$ cat src/design/msa_pkg.sv
`timescale 1ns / 1ps
// ----------------------------------------------------------------------------
// msa_pkg
// Shared types and constants of the max-gap slot allocator.
// ----------------------------------------------------------------------------
package msa_pkg;

    localparam int MAX_SLOTS_DEF = 64;
    localparam int NUM_SLOTS_W   = 7;
    localparam int POS_W         = 6;

    localparam logic [NUM_SLOTS_W-1:0] NUM_SLOTS_RST = 7'd64;

    localparam logic ACT_ALLOC   = 1'b0;
    localparam logic ACT_RELEASE = 1'b1;

    typedef struct packed {
        logic             action;
        logic [POS_W-1:0] position;
    } t_in_item;

    typedef struct packed {
        logic [POS_W-1:0] slot_index;
        logic             full_res;
    } t_out_item;

    typedef struct packed {
        logic shift;
        logic wr;
        logic wr_val;
    } t_cell_ctrl;

    typedef struct packed {
        logic start;
        logic step;
        logic occ;
    } t_scan_ctrl;

endpackage

$ cat src/design/msa_cell.sv
`timescale 1ns / 1ps
// ----------------------------------------------------------------------------
// msa_cell
// One occupancy bit of the slot ring: shifts from its neighbor or is written.
// ----------------------------------------------------------------------------
module msa_cell (
    input  logic                i_clk,
    input  logic                i_rst_n,
    input  msa_pkg::t_cell_ctrl i_ctrl,
    input  logic                i_next,
    output logic                o_bit
);

    logic r_bit;
    logic n_bit;

    always_comb begin
        n_bit = r_bit;
        if (i_ctrl.shift) begin
            n_bit = i_next;
        end else if (i_ctrl.wr) begin
            n_bit = i_ctrl.wr_val;
        end
    end

    always_ff @(posedge i_clk) begin
        if (!i_rst_n) begin
            r_bit <= 1'b0;
        end else begin
            r_bit <= n_bit;
        end
    end

    assign o_bit = r_bit;

endmodule

$ cat src/design/msa_scan.sv
`timescale 1ns / 1ps
// ----------------------------------------------------------------------------
// msa_scan
// Gap tracker at the head of the ring: follows the widest gap slot by slot.
// ----------------------------------------------------------------------------
module msa_scan #(
    parameter int IW = 6
) (
    input  logic                i_clk,
    input  logic                i_rst_n,
    input  msa_pkg::t_scan_ctrl i_ctrl,
    input  logic [IW-1:0]       i_idx,
    output logic [IW-1:0]       o_prev,
    output logic [IW-1:0]       o_best,
    output logic [IW-1:0]       o_choice
);

    logic          r_have;
    logic [IW-1:0] r_prev;
    logic [IW-1:0] r_best;
    logic [IW-1:0] r_choice;
    logic          n_have;
    logic [IW-1:0] n_prev;
    logic [IW-1:0] n_best;
    logic [IW-1:0] n_choice;
    logic [IW-1:0] w_half;

    assign w_half = IW'((i_idx - r_prev) >> 1);

    always_comb begin
        n_have   = r_have;
        n_prev   = r_prev;
        n_best   = r_best;
        n_choice = r_choice;
        if (i_ctrl.start) begin
            n_have   = 1'b0;
            n_prev   = '0;
            n_best   = '0;
            n_choice = '0;
        end else if (i_ctrl.step && i_ctrl.occ) begin
            if (!r_have) begin
                n_have = 1'b1;
                n_best = i_idx;
            end else if (w_half > r_best) begin
                n_best   = w_half;
                n_choice = IW'(r_prev + w_half);
            end
            n_prev = i_idx;
        end
    end

    always_ff @(posedge i_clk) begin
        if (!i_rst_n) begin
            r_have <= 1'b0;
        end else begin
            r_have <= n_have;
        end
    end

    always_ff @(posedge i_clk) begin
        r_prev   <= n_prev;
        r_best   <= n_best;
        r_choice <= n_choice;
    end

    assign o_prev   = r_prev;
    assign o_best   = r_best;
    assign o_choice = r_choice;

endmodule

$ cat src/design/max_gap_slot_allocator_unit.sv
`timescale 1ns / 1ps
// Release: taken with no result; releases can follow back to back.
// Allocate with the room full or empty: goes from acceptance straight to finish.
// Other allocates: one full turn of the cell ring past the gap tracker, then finish;
// no new item is taken until the allocate's result has been issued.
// A stalled earlier result holds the finish cycle until that result is taken.
// Reset (synchronous, active low) frees every slot, clears the count, num_slots = 64.
// ----------------------------------------------------------------------------
// max_gap_slot_allocator_unit
// Max-gap slot allocator over a rotating ring of occupancy cells.
// ----------------------------------------------------------------------------
module max_gap_slot_allocator_unit #(
    parameter int MAX_SLOTS = msa_pkg::MAX_SLOTS_DEF
) (
    input  logic                                i_clk,
    input  logic                                i_rst_n,
    input  logic                                i_in_valid,
    input  msa_pkg::t_in_item                   i_in_data,
    output logic                                o_in_stall,
    output logic                                o_out_valid,
    output msa_pkg::t_out_item                  o_out_data,
    input  logic                                i_out_stall,
    input  logic                                i_cfg_valid,
    input  logic [msa_pkg::NUM_SLOTS_W-1:0]     i_cfg_data,
    output logic                                o_cfg_ready
);

    localparam int IW = (MAX_SLOTS > 1) ? $clog2(MAX_SLOTS) : 1;
    localparam int CW = $clog2(MAX_SLOTS + 1);
    localparam int NW = (CW > msa_pkg::NUM_SLOTS_W) ? CW : msa_pkg::NUM_SLOTS_W;

    localparam logic [1:0] ST_IDLE   = 2'd0;
    localparam logic [1:0] ST_SCAN   = 2'd1;
    localparam logic [1:0] ST_FINISH = 2'd2;

    logic [1:0]                      r_state;
    logic [1:0]                      n_state;
    logic [IW-1:0]                   r_idx;
    logic [IW-1:0]                   n_idx;
    logic [CW-1:0]                   r_count;
    logic [CW-1:0]                   n_count;
    logic [msa_pkg::NUM_SLOTS_W-1:0] r_num;
    logic                            r_direct;
    logic                            n_direct;
    logic                            r_full;
    logic                            n_full;
    logic                            r_out_valid;
    logic                            n_out_valid;
    msa_pkg::t_out_item              r_out;
    msa_pkg::t_out_item              n_out;

    logic [MAX_SLOTS-1:0]            w_occ;
    msa_pkg::t_cell_ctrl             w_cell_ctrl [MAX_SLOTS];
    msa_pkg::t_scan_ctrl             w_scan_ctrl;
    logic [CW-1:0]                   w_n_eff;
    logic [IW-1:0]                   w_last;
    logic [IW-1:0]                   w_prev;
    logic [IW-1:0]                   w_best;
    logic [IW-1:0]                   w_choice;
    logic                            w_right;
    logic [IW-1:0]                   w_final;
    logic                            w_accept;
    logic                            w_alloc;
    logic [IW-1:0]                   w_pos;
    logic                            w_rel_ok;
    logic                            w_fire;
    logic                            w_mark;
    logic                            w_wr;
    logic                            w_wr_val;
    logic [IW-1:0]                   w_wr_idx;

    assign w_n_eff = (NW'(r_num) > NW'(MAX_SLOTS)) ? CW'(MAX_SLOTS) : CW'(r_num);
    assign w_last  = IW'(w_n_eff - CW'(1));

    assign o_in_stall  = (r_state != ST_IDLE);
    assign o_cfg_ready = 1'b1;
    assign w_accept    = i_in_valid && !o_in_stall;
    assign w_alloc     = w_accept && (i_in_data.action == msa_pkg::ACT_ALLOC);
    assign w_pos       = IW'(i_in_data.position);
    assign w_rel_ok    = w_accept && (i_in_data.action == msa_pkg::ACT_RELEASE)
                         && (NW'(i_in_data.position) < NW'(w_n_eff)) && w_occ[w_pos];

    assign w_right = (w_last > w_prev) && (IW'(w_last - w_prev) > w_best);
    assign w_final = r_direct ? '0 : (w_right ? w_last : w_choice);
    assign w_fire  = (r_state == ST_FINISH) && (!r_out_valid || !i_out_stall);
    assign w_mark  = w_fire && !r_full && !w_occ[w_final];

    assign w_wr     = w_rel_ok || w_mark;
    assign w_wr_val = w_mark;
    assign w_wr_idx = w_mark ? w_final : w_pos;

    genvar g;
    generate
        for (g = 0; g < MAX_SLOTS; g++) begin : g_cell
            always_comb begin
                w_cell_ctrl[g].shift  = (r_state == ST_SCAN);
                w_cell_ctrl[g].wr     = w_wr && (w_wr_idx == IW'(g));
                w_cell_ctrl[g].wr_val = w_wr_val;
            end

            msa_cell u_cell (
                .i_clk   (i_clk),
                .i_rst_n (i_rst_n),
                .i_ctrl  (w_cell_ctrl[g]),
                .i_next  (w_occ[(g + 1) % MAX_SLOTS]),
                .o_bit   (w_occ[g])
            );
        end
    endgenerate

    assign w_scan_ctrl.start = w_alloc;
    assign w_scan_ctrl.step  = (r_state == ST_SCAN);
    assign w_scan_ctrl.occ   = w_occ[0];

    msa_scan #(
        .IW (IW)
    ) u_scan (
        .i_clk    (i_clk),
        .i_rst_n  (i_rst_n),
        .i_ctrl   (w_scan_ctrl),
        .i_idx    (r_idx),
        .o_prev   (w_prev),
        .o_best   (w_best),
        .o_choice (w_choice)
    );

    always_comb begin
        n_state     = r_state;
        n_idx       = r_idx;
        n_count     = r_count;
        n_direct    = r_direct;
        n_full      = r_full;
        n_out_valid = r_out_valid;
        n_out       = r_out;
        if (r_out_valid && !i_out_stall) begin
            n_out_valid = 1'b0;
        end
        case (r_state)
            ST_IDLE: begin
                if (w_rel_ok) begin
                    n_count = r_count - CW'(1);
                end
                if (w_alloc) begin
                    n_idx = '0;
                    if (r_count >= w_n_eff) begin
                        n_full   = 1'b1;
                        n_direct = 1'b1;
                        n_state  = ST_FINISH;
                    end else if (r_count == '0) begin
                        n_full   = 1'b0;
                        n_direct = 1'b1;
                        n_state  = ST_FINISH;
                    end else begin
                        n_full   = 1'b0;
                        n_direct = 1'b0;
                        n_state  = ST_SCAN;
                    end
                end
            end
            ST_SCAN: begin
                n_idx = IW'(r_idx + IW'(1));
                if (r_idx == IW'(MAX_SLOTS - 1)) begin
                    n_state = ST_FINISH;
                end
            end
            ST_FINISH: begin
                if (w_fire) begin
                    n_out_valid      = 1'b1;
                    n_out.full_res   = r_full;
                    n_out.slot_index = r_full ? '0 : msa_pkg::POS_W'(w_final);
                    if (w_mark) begin
                        n_count = r_count + CW'(1);
                    end
                    n_state = ST_IDLE;
                end
            end
            default: begin
                n_state = ST_IDLE;
            end
        endcase
    end

    always_ff @(posedge i_clk) begin
        if (!i_rst_n) begin
            r_state     <= ST_IDLE;
            r_idx       <= '0;
            r_count     <= '0;
            r_num       <= msa_pkg::NUM_SLOTS_RST;
            r_direct    <= 1'b0;
            r_full      <= 1'b0;
            r_out_valid <= 1'b0;
        end else begin
            r_state     <= n_state;
            r_idx       <= n_idx;
            r_count     <= n_count;
            r_direct    <= n_direct;
            r_full      <= n_full;
            r_out_valid <= n_out_valid;
            if (i_cfg_valid && o_cfg_ready) begin
                r_num <= i_cfg_data;
            end
        end
    end

    always_ff @(posedge i_clk) begin
        r_out <= n_out;
    end

    assign o_out_valid = r_out_valid;
    assign o_out_data  = r_out;

`ifndef SYNTHESIS
    a_count_matches: assert property (@(posedge i_clk) disable iff (!i_rst_n)
        CW'($countones(w_occ)) == r_count)
        else $error("occupied count differs from bitmap");

    a_scan_ends: assert property (@(posedge i_clk) disable iff (!i_rst_n)
        (r_state == ST_SCAN) && (r_idx == IW'(MAX_SLOTS - 1)) |=> (r_state == ST_FINISH))
        else $error("scan did not end after one ring turn");

    a_result_source: assert property (@(posedge i_clk) disable iff (!i_rst_n)
        $rose(o_out_valid) |-> ($past(r_state) == ST_FINISH))
        else $error("result appeared outside finish");

    a_full_zero: assert property (@(posedge i_clk) disable iff (!i_rst_n)
        o_out_valid && o_out_data.full_res |-> (o_out_data.slot_index == '0))
        else $error("full result carries a slot index");

    a_mark_free: assert property (@(posedge i_clk) disable iff (!i_rst_n)
        w_mark |=> w_occ[$past(w_final)])
        else $error("allocated slot not marked");
`endif

endmodule

$ cat config.mk
export PLATFORM = sky130hd
export DESIGN_NAME = max_gap_slot_allocator_unit
export DESIGN_NICKNAME = d
export VERILOG_FILES = /design/src/design/msa_pkg.sv /design/src/design/msa_cell.sv /design/src/design/msa_scan.sv /design/src/design/max_gap_slot_allocator_unit.sv
export SDC_FILE = /design/constraint.sdc
export NUM_CORES = 1
export LEC_CHECK = 0
export BUFFER_PORTS_ARGS = -buffer_cell sky130_fd_sc_hd__buf_2
export CAP_MARGIN = 20
export CORE_UTILIZATION = 63
export CTS_BUF_LIST = sky130_fd_sc_hd__clkbuf_4
export DETAILED_ROUTE_END_ITERATION = 7
export PLACE_DENSITY = 0.92
export SYNTH_ARGS = -nofsm -noshare
export SYNTH_HDL_FRONTEND = slang
export SYNTH_HIERARCHICAL = 1
export SYNTH_SLANG_ARGS = --single-unit
$ cat constraint.sdc
create_clock -name i_clk -period 9.6 [get_ports i_clk]
set_input_delay 0.96 -clock i_clk [delete_from_list [all_inputs] [get_ports i_clk]]
set_output_delay 0.96 -clock i_clk [all_outputs]
set_load 0.005 [all_outputs]
; Word level (Yosys, flattened, before mapping)
; Index checks and enable logic that the tools add are counted.
[word_totals]
n_memories = 0
elab_cells = 482
register_bits = 115
mem_bits_rw = 0
mem_bits_ro = 0
latchBits = 0
[classes]
div = 0
n_eq_ne = 72
n_addsub = 7
n_mux = 156
bitwise_logic = 2
n_lt_le_gt_ge = 8
n_reduce_logical = 160
mul = 0
n_shift = 0
[ops]
columns = operator, count
row1 = 6-bit equality test (second input constant), 33
row2 = 1-bit two-way mux, 136
row3 = 2-bit nonzero test, 67
row4 = 6-bit by 5-bit equality test with 1-bit output (second input constant), 16
row5 = 1-bit logical AND, 75
row6 = 6-bit by 4-bit equality test with 1-bit output (second input constant), 8
row7 = 6-bit two-way mux, 6
row8 = 7-bit two-way mux, 4
row9 = 6-bit by 3-bit equality test with 1-bit output (second input constant), 4
row10 = 6-bit by 7-bit < comparator with 1-bit output (second input constant), 2
row11 = 7-bit case mux with 2 select lines, 1
row12 = 1-bit binary-select mux with 6-bit select, 2
row13 = 6-bit by 2-bit equality test with 1-bit output (second input constant), 2
row14 = 6-bit greater-than comparator, 2
row15 = 2-bit != test (second input constant), 6
row16 = 6-bit case mux with 2 select lines, 1
row17 = 6-bit subtractor, 2
row18 = 2-bit two-way mux, 5
row19 = 2-bit AND reduction, 4
row20 = 7-bit by 1-bit adder with 7-bit output (second input constant), 1
row21 = 7-bit greater-or-equal comparator, 1
row22 = 7-bit greater-than comparator (second input constant), 1
row23 = 7-bit logical NOT, 1
row24 = 6-bit by 7-bit < comparator with 1-bit output, 1
row25 = 17 further kinds, 24

; Logic depth before layout (Yosys ltp)
[depth]
ltp_word = 17
ltp_mapped = 30
ltp_nobuf = 25

; By module
; Netlist, hierarchy kept.
[by_module_without_submodules]
columns = module, area_per_inst_um2, seq_area_each_um2, cells_per_inst, n_inst
row1 = max_gap_slot_allocator_unit, 5129.9, 710.7, 680, 1
row2 = msa_cell, 47.5, 20.0, 4, 64
row3 = msa_scan, 1281.2, 380.4, 146, 1

; Least setup slack after synthesis
; Ideal clock, no wire load.
[synth_timing]
path_kind = register -> register
start = reg r_num[6] (netlist name)
end = reg g_cell[0].u_cell.r_bit
path_buffers = 2
slack_ns = 2.733
arrival_ns = 6.800
required_time_ns = 9.533
path_stages_with_launch = 27
cell_sequence = dfxtp_1 -> inv_2 -> nand2_1 -> ha_1 -> xor2_1 -> inv_1 -> ha_1 -> o21ai_0 -> nand2b_1 -> a21o_1 -> a21oi_1 -> xnor2_1 -> ha_1 -> o21a_1 -> nor2_1 -> or3_1 -> buf_2 -> o31a_1 -> nor2_2 -> mux2_2 -> a2111oi_4 -> a22oi_2 -> a31o_4 -> buf_6 -> nor2_1 -> mux2_1 -> o211a_1
[synth_rtl]
columns = item, line
row1 = from (decl), max_gap_slot_allocator_unit.sv:42  ; logic [msa_pkg::NUM_SLOTS_W-1:0] r_num;
row2 = from (signal assigned), max_gap_slot_allocator_unit.sv:188  ; r_num <= msa_pkg::NUM_SLOTS_RST;
row3 = from (signal assigned), max_gap_slot_allocator_unit.sv:200  ; r_num <= i_cfg_data;
row4 = to (signal assigned), msa_cell.sv:30  ; r_bit <= n_bit;
row5 = to (decl), msa_cell.sv:14  ; logic r_bit;

==> flow_summary.ini <==
[timing]
finClkSkew_ns = 0.02094
setup_tns_ns = 0
slew_viol_final = 0
finalCriticalPeriod_ns = 8.130
slew_headroom = 0.2173
whs_ns = 0.5118
final-hold-violation-count = 0
finalSetupViolations = 0
finalCritPeriodShare = 0.8469
tightest_slew_ns = 1.164
fmax_mhz = 123.0
grt_setup_unrepaired = no

[clocking]
cts_hold_buf = 0
clk_pin_slew_ns = 0.11
clockBufferDepth = 2
cts_setup_buffers = 0
cts_resized = 0
cts.sinks = 115
root_buffer = clkbuf_4
cts_tree = yes
clk_latency_ns = 0.56
numCtsBuffers = 17
htree_levels = 4

[logic_synthesis]
yosysSeqAreaShare = 0.2509
synth_largest_area_cell = dfxtp_1
netlist_top_cells_area = dfxtp_1 23%, mux2_1 7.6%, o211a_1 7.2%
ys_ff_latch = 115
synth_top_cell_area_share = 0.2287
synth_area_um2 = 9454
syn_avg_cell_area_um2 = 8.738
synth_cells = 1082
async_reset_ff_frac = 0
ys.warnings.count = 6
yosys_most_used_dff = dfxtp_1
syn_nets = 1150
synth_edf_count = 7
synth_cell_types = 82

[route]
drcViolationCount = 0
dr.first_iter.drc_count = 1230
wl_um = 26760
first_pass_iters = 7
avgViaCountPerCell = 6.995
wl_per_cell_um = 20.79
route.vias.total = 9003
drtAntennaViolNets = 0

[placement]
io_buffers = 27
hpwl_um = 19120
gp_routability_congestion = 0.9968

[finish]
drive_gt1_frac = 0.1189
final_nets = 1157
final_cell_mix = 108 x dfxtp_1, 102 x a21oi_1, 78 x nand2b_1
fill_cells = 1157
mostFrequentLayoutCell = dfxtp_1
syn_to_final_growth_pct = 5.386

[critical_path]
cp.arrival_ns = 8.58
r2r_cells = 25
timing.rr.start = r_num[6]$_SDFFE_PN1P_
crit_top_cell = ha_1
crit_required_ns = 10.05
critPathKind = flip-flop to flip-flop
endpoint_kind = flip-flop
crit_start = r_num[6]$_SDFFE_PN1P_
reg2reg_slack_ns = 1.47
worst_setup_path_start_kind = flip-flop
cp_slowest_cell = o31ai_1
crit_family = compound AO/OA/AOI/OAI gates
critical_path.max_stage_delay_ns = 0.99
r2r_end = g_cell[6].u_cell/o_bit$_SDFFE_PN0P_
crit_fanout = 32
critPathBufInv = 2

[global_route]
grt_overflow = 0
grt_pass1_vias = 8418
antenna_found_initial = 1
grt_start_max_net_pins = 97
grt_usage = 0.3471
grt_first_pass_wirelength_um = 43190

[pwr]
vdd_drop_max_uv = 143.2
p_leak_nw = 4.400
power.density_nw_per_um2 = 238.7

[floorplan]
num_rows = 44
die_h_um = 124.5
initial_core_util = 0.6480
die_w_um = 124.5
core_region_area_um2 = 14590
num_io_pins = 29
die_area_um2 = 15500

[worst_hold_path]
worstHoldEndpoint = u_scan/o_choice[5]$_SDFFE_PP0P_
hold_path_class = flip-flop to flip-flop
min_path_cells = 2
hold_start = u_scan/o_choice[5]$_SDFFE_PP0P_

[run]
cap_violations = 0

[status]
status = finished, final reports clean
==> where the power goes <==
group	internal (mW)	switching, mW
Sequential	0.609	0.151
Combinational	0.485	0.757
Clock	0.181	0.196
==> registers in the layout, indices dropped and copies added, names as in the netlist <==
name	count
g_cell.u_cell/o_bit	64
u_scan/o_prev	6
o_out_data	7
o_out_valid	1
u_scan/r_have	1
r_idx	6
r_full	1
u_scan/o_choice	6
r_state	2
u_scan/o_best	6
r_direct	1
r_count	7
r_num	7
==> logic make-up after synthesis <==
kind of cell,count (synthesis),share of synthesized area
other,1,0.0003967
multiplexers,123,0.1683
AO/OA/AOI/OAI,325,0.2476
flip-flops,115,0.2509
adder cells (fa/ha/maj),49,0.06803
buffers and inverters,85,0.03838
XOR/XNOR,21,0.01946
AND/OR/NAND/NOR,363,0.2069
==> through the flow <==
step | instance area [um2] | worst slack (ns) | power, mW | cells | utilization
floorplan | 9454 | 2.733 | 1.649 | 1082 | -
global placement | 9676 | 2.198 | 1.920 | 1254 | 0.6632
detailed placement | 9676 | 1.904 | 1.957 | 1254 | 0.6632
CTS | 9961 | 1.828 | 2.337 | 1286 | 0.6828
global route | 9963 | 1.041 | 2.510 | 1287 | 0.6829
finish | 9963 | 1.470 | 2.378 | 1287 | 0.6829
==> synthesized netlist by cell type, types with 26 or more instances <==
| cell type | count |
|---|---|
| or4_1 | 29 |
| o21ai_0 | 34 |
| a21oi_1 | 103 |
| mux2i_1 | 26 |
| nand3_1 | 48 |
| dfxtp_1 | 108 |
| nand2_1 | 52 |
| inv_1 | 37 |
| nand2b_1 | 78 |
| ha_1 | 45 |
| clkbuf_1 | 29 |
| nor2_1 | 74 |
| mux2_1 | 64 |
| o211a_1 | 68 |
==> per-layer routing <==
| layer | vias up | GRT usage | share of wire |
|---|---|---|---|
| met5 | - | 0 | 0 |
| li1 | 4127 | - | - |
| met2 | 568 | 0.5193 | 0.44 |
| met1 | 4190 | 0.4599 | 0.40 |
| met4 | 0 | 0.1928 | 0.048 |
| met3 | 118 | 0.08119 | 0.11 |
==> layout make-up <==
cell class / instances / area (um2) / share of cell area
Tap cell: 184 / 230.2 / 0.02311
Inverter: 39 / 147.6 / 0.01482
Timing Repair Buffer: 34 / 187.7 / 0.01884
Clock inverter: 13 / 142.6 / 0.01432
Multi-Input combinational cell: 882 / 6738 / 0.6763
Antenna cell: 1 / 2.502 / 0.0002512
Sequential cell: 115 / 2372 / 0.2381
Clock buffer: 19 / 142.6 / 0.01432
==> how the worst max path moves through the flow <==
| stage | slack (ns) | endpoint | depth (start not counted) |
|---|---|---|---|
| 2_1_floorplan | 2.73 | g_cell[0].u_cell/o_bit$_SDFFE_PN0P_ | 26 |
| 5_1_grt | 1.04 | g_cell[6].u_cell/o_bit$_SDFFE_PN0P_ | 25 |
| 4_1_cts | 1.83 | g_cell[5].u_cell/o_bit$_SDFFE_PN0P_ | 25 |
| 3_3_place_gp | 2.20 | g_cell[6].u_cell/o_bit$_SDFFE_PN0P_ | 25 |
| 3_5_place_dp | 1.90 | g_cell[6].u_cell/o_bit$_SDFFE_PN0P_ | 25 |
| 6_report | 1.47 | g_cell[6].u_cell/o_bit$_SDFFE_PN0P_ | 25 |
==> worst reg2reg max path: cells and delay by family, from the launching register on <==
kind | cells | cell delay [ns]
simple gates | 6 | 1.61
flops | 1 | 0.36
buf+inv | 2 | 0.35
compound gates | 11 | 3.91
mux | 1 | 0.37
fa+ha+maj | 3 | 0.92
xor+xnor | 2 | 0.51
No activity file was read; power rests on OpenSTA's default activity.
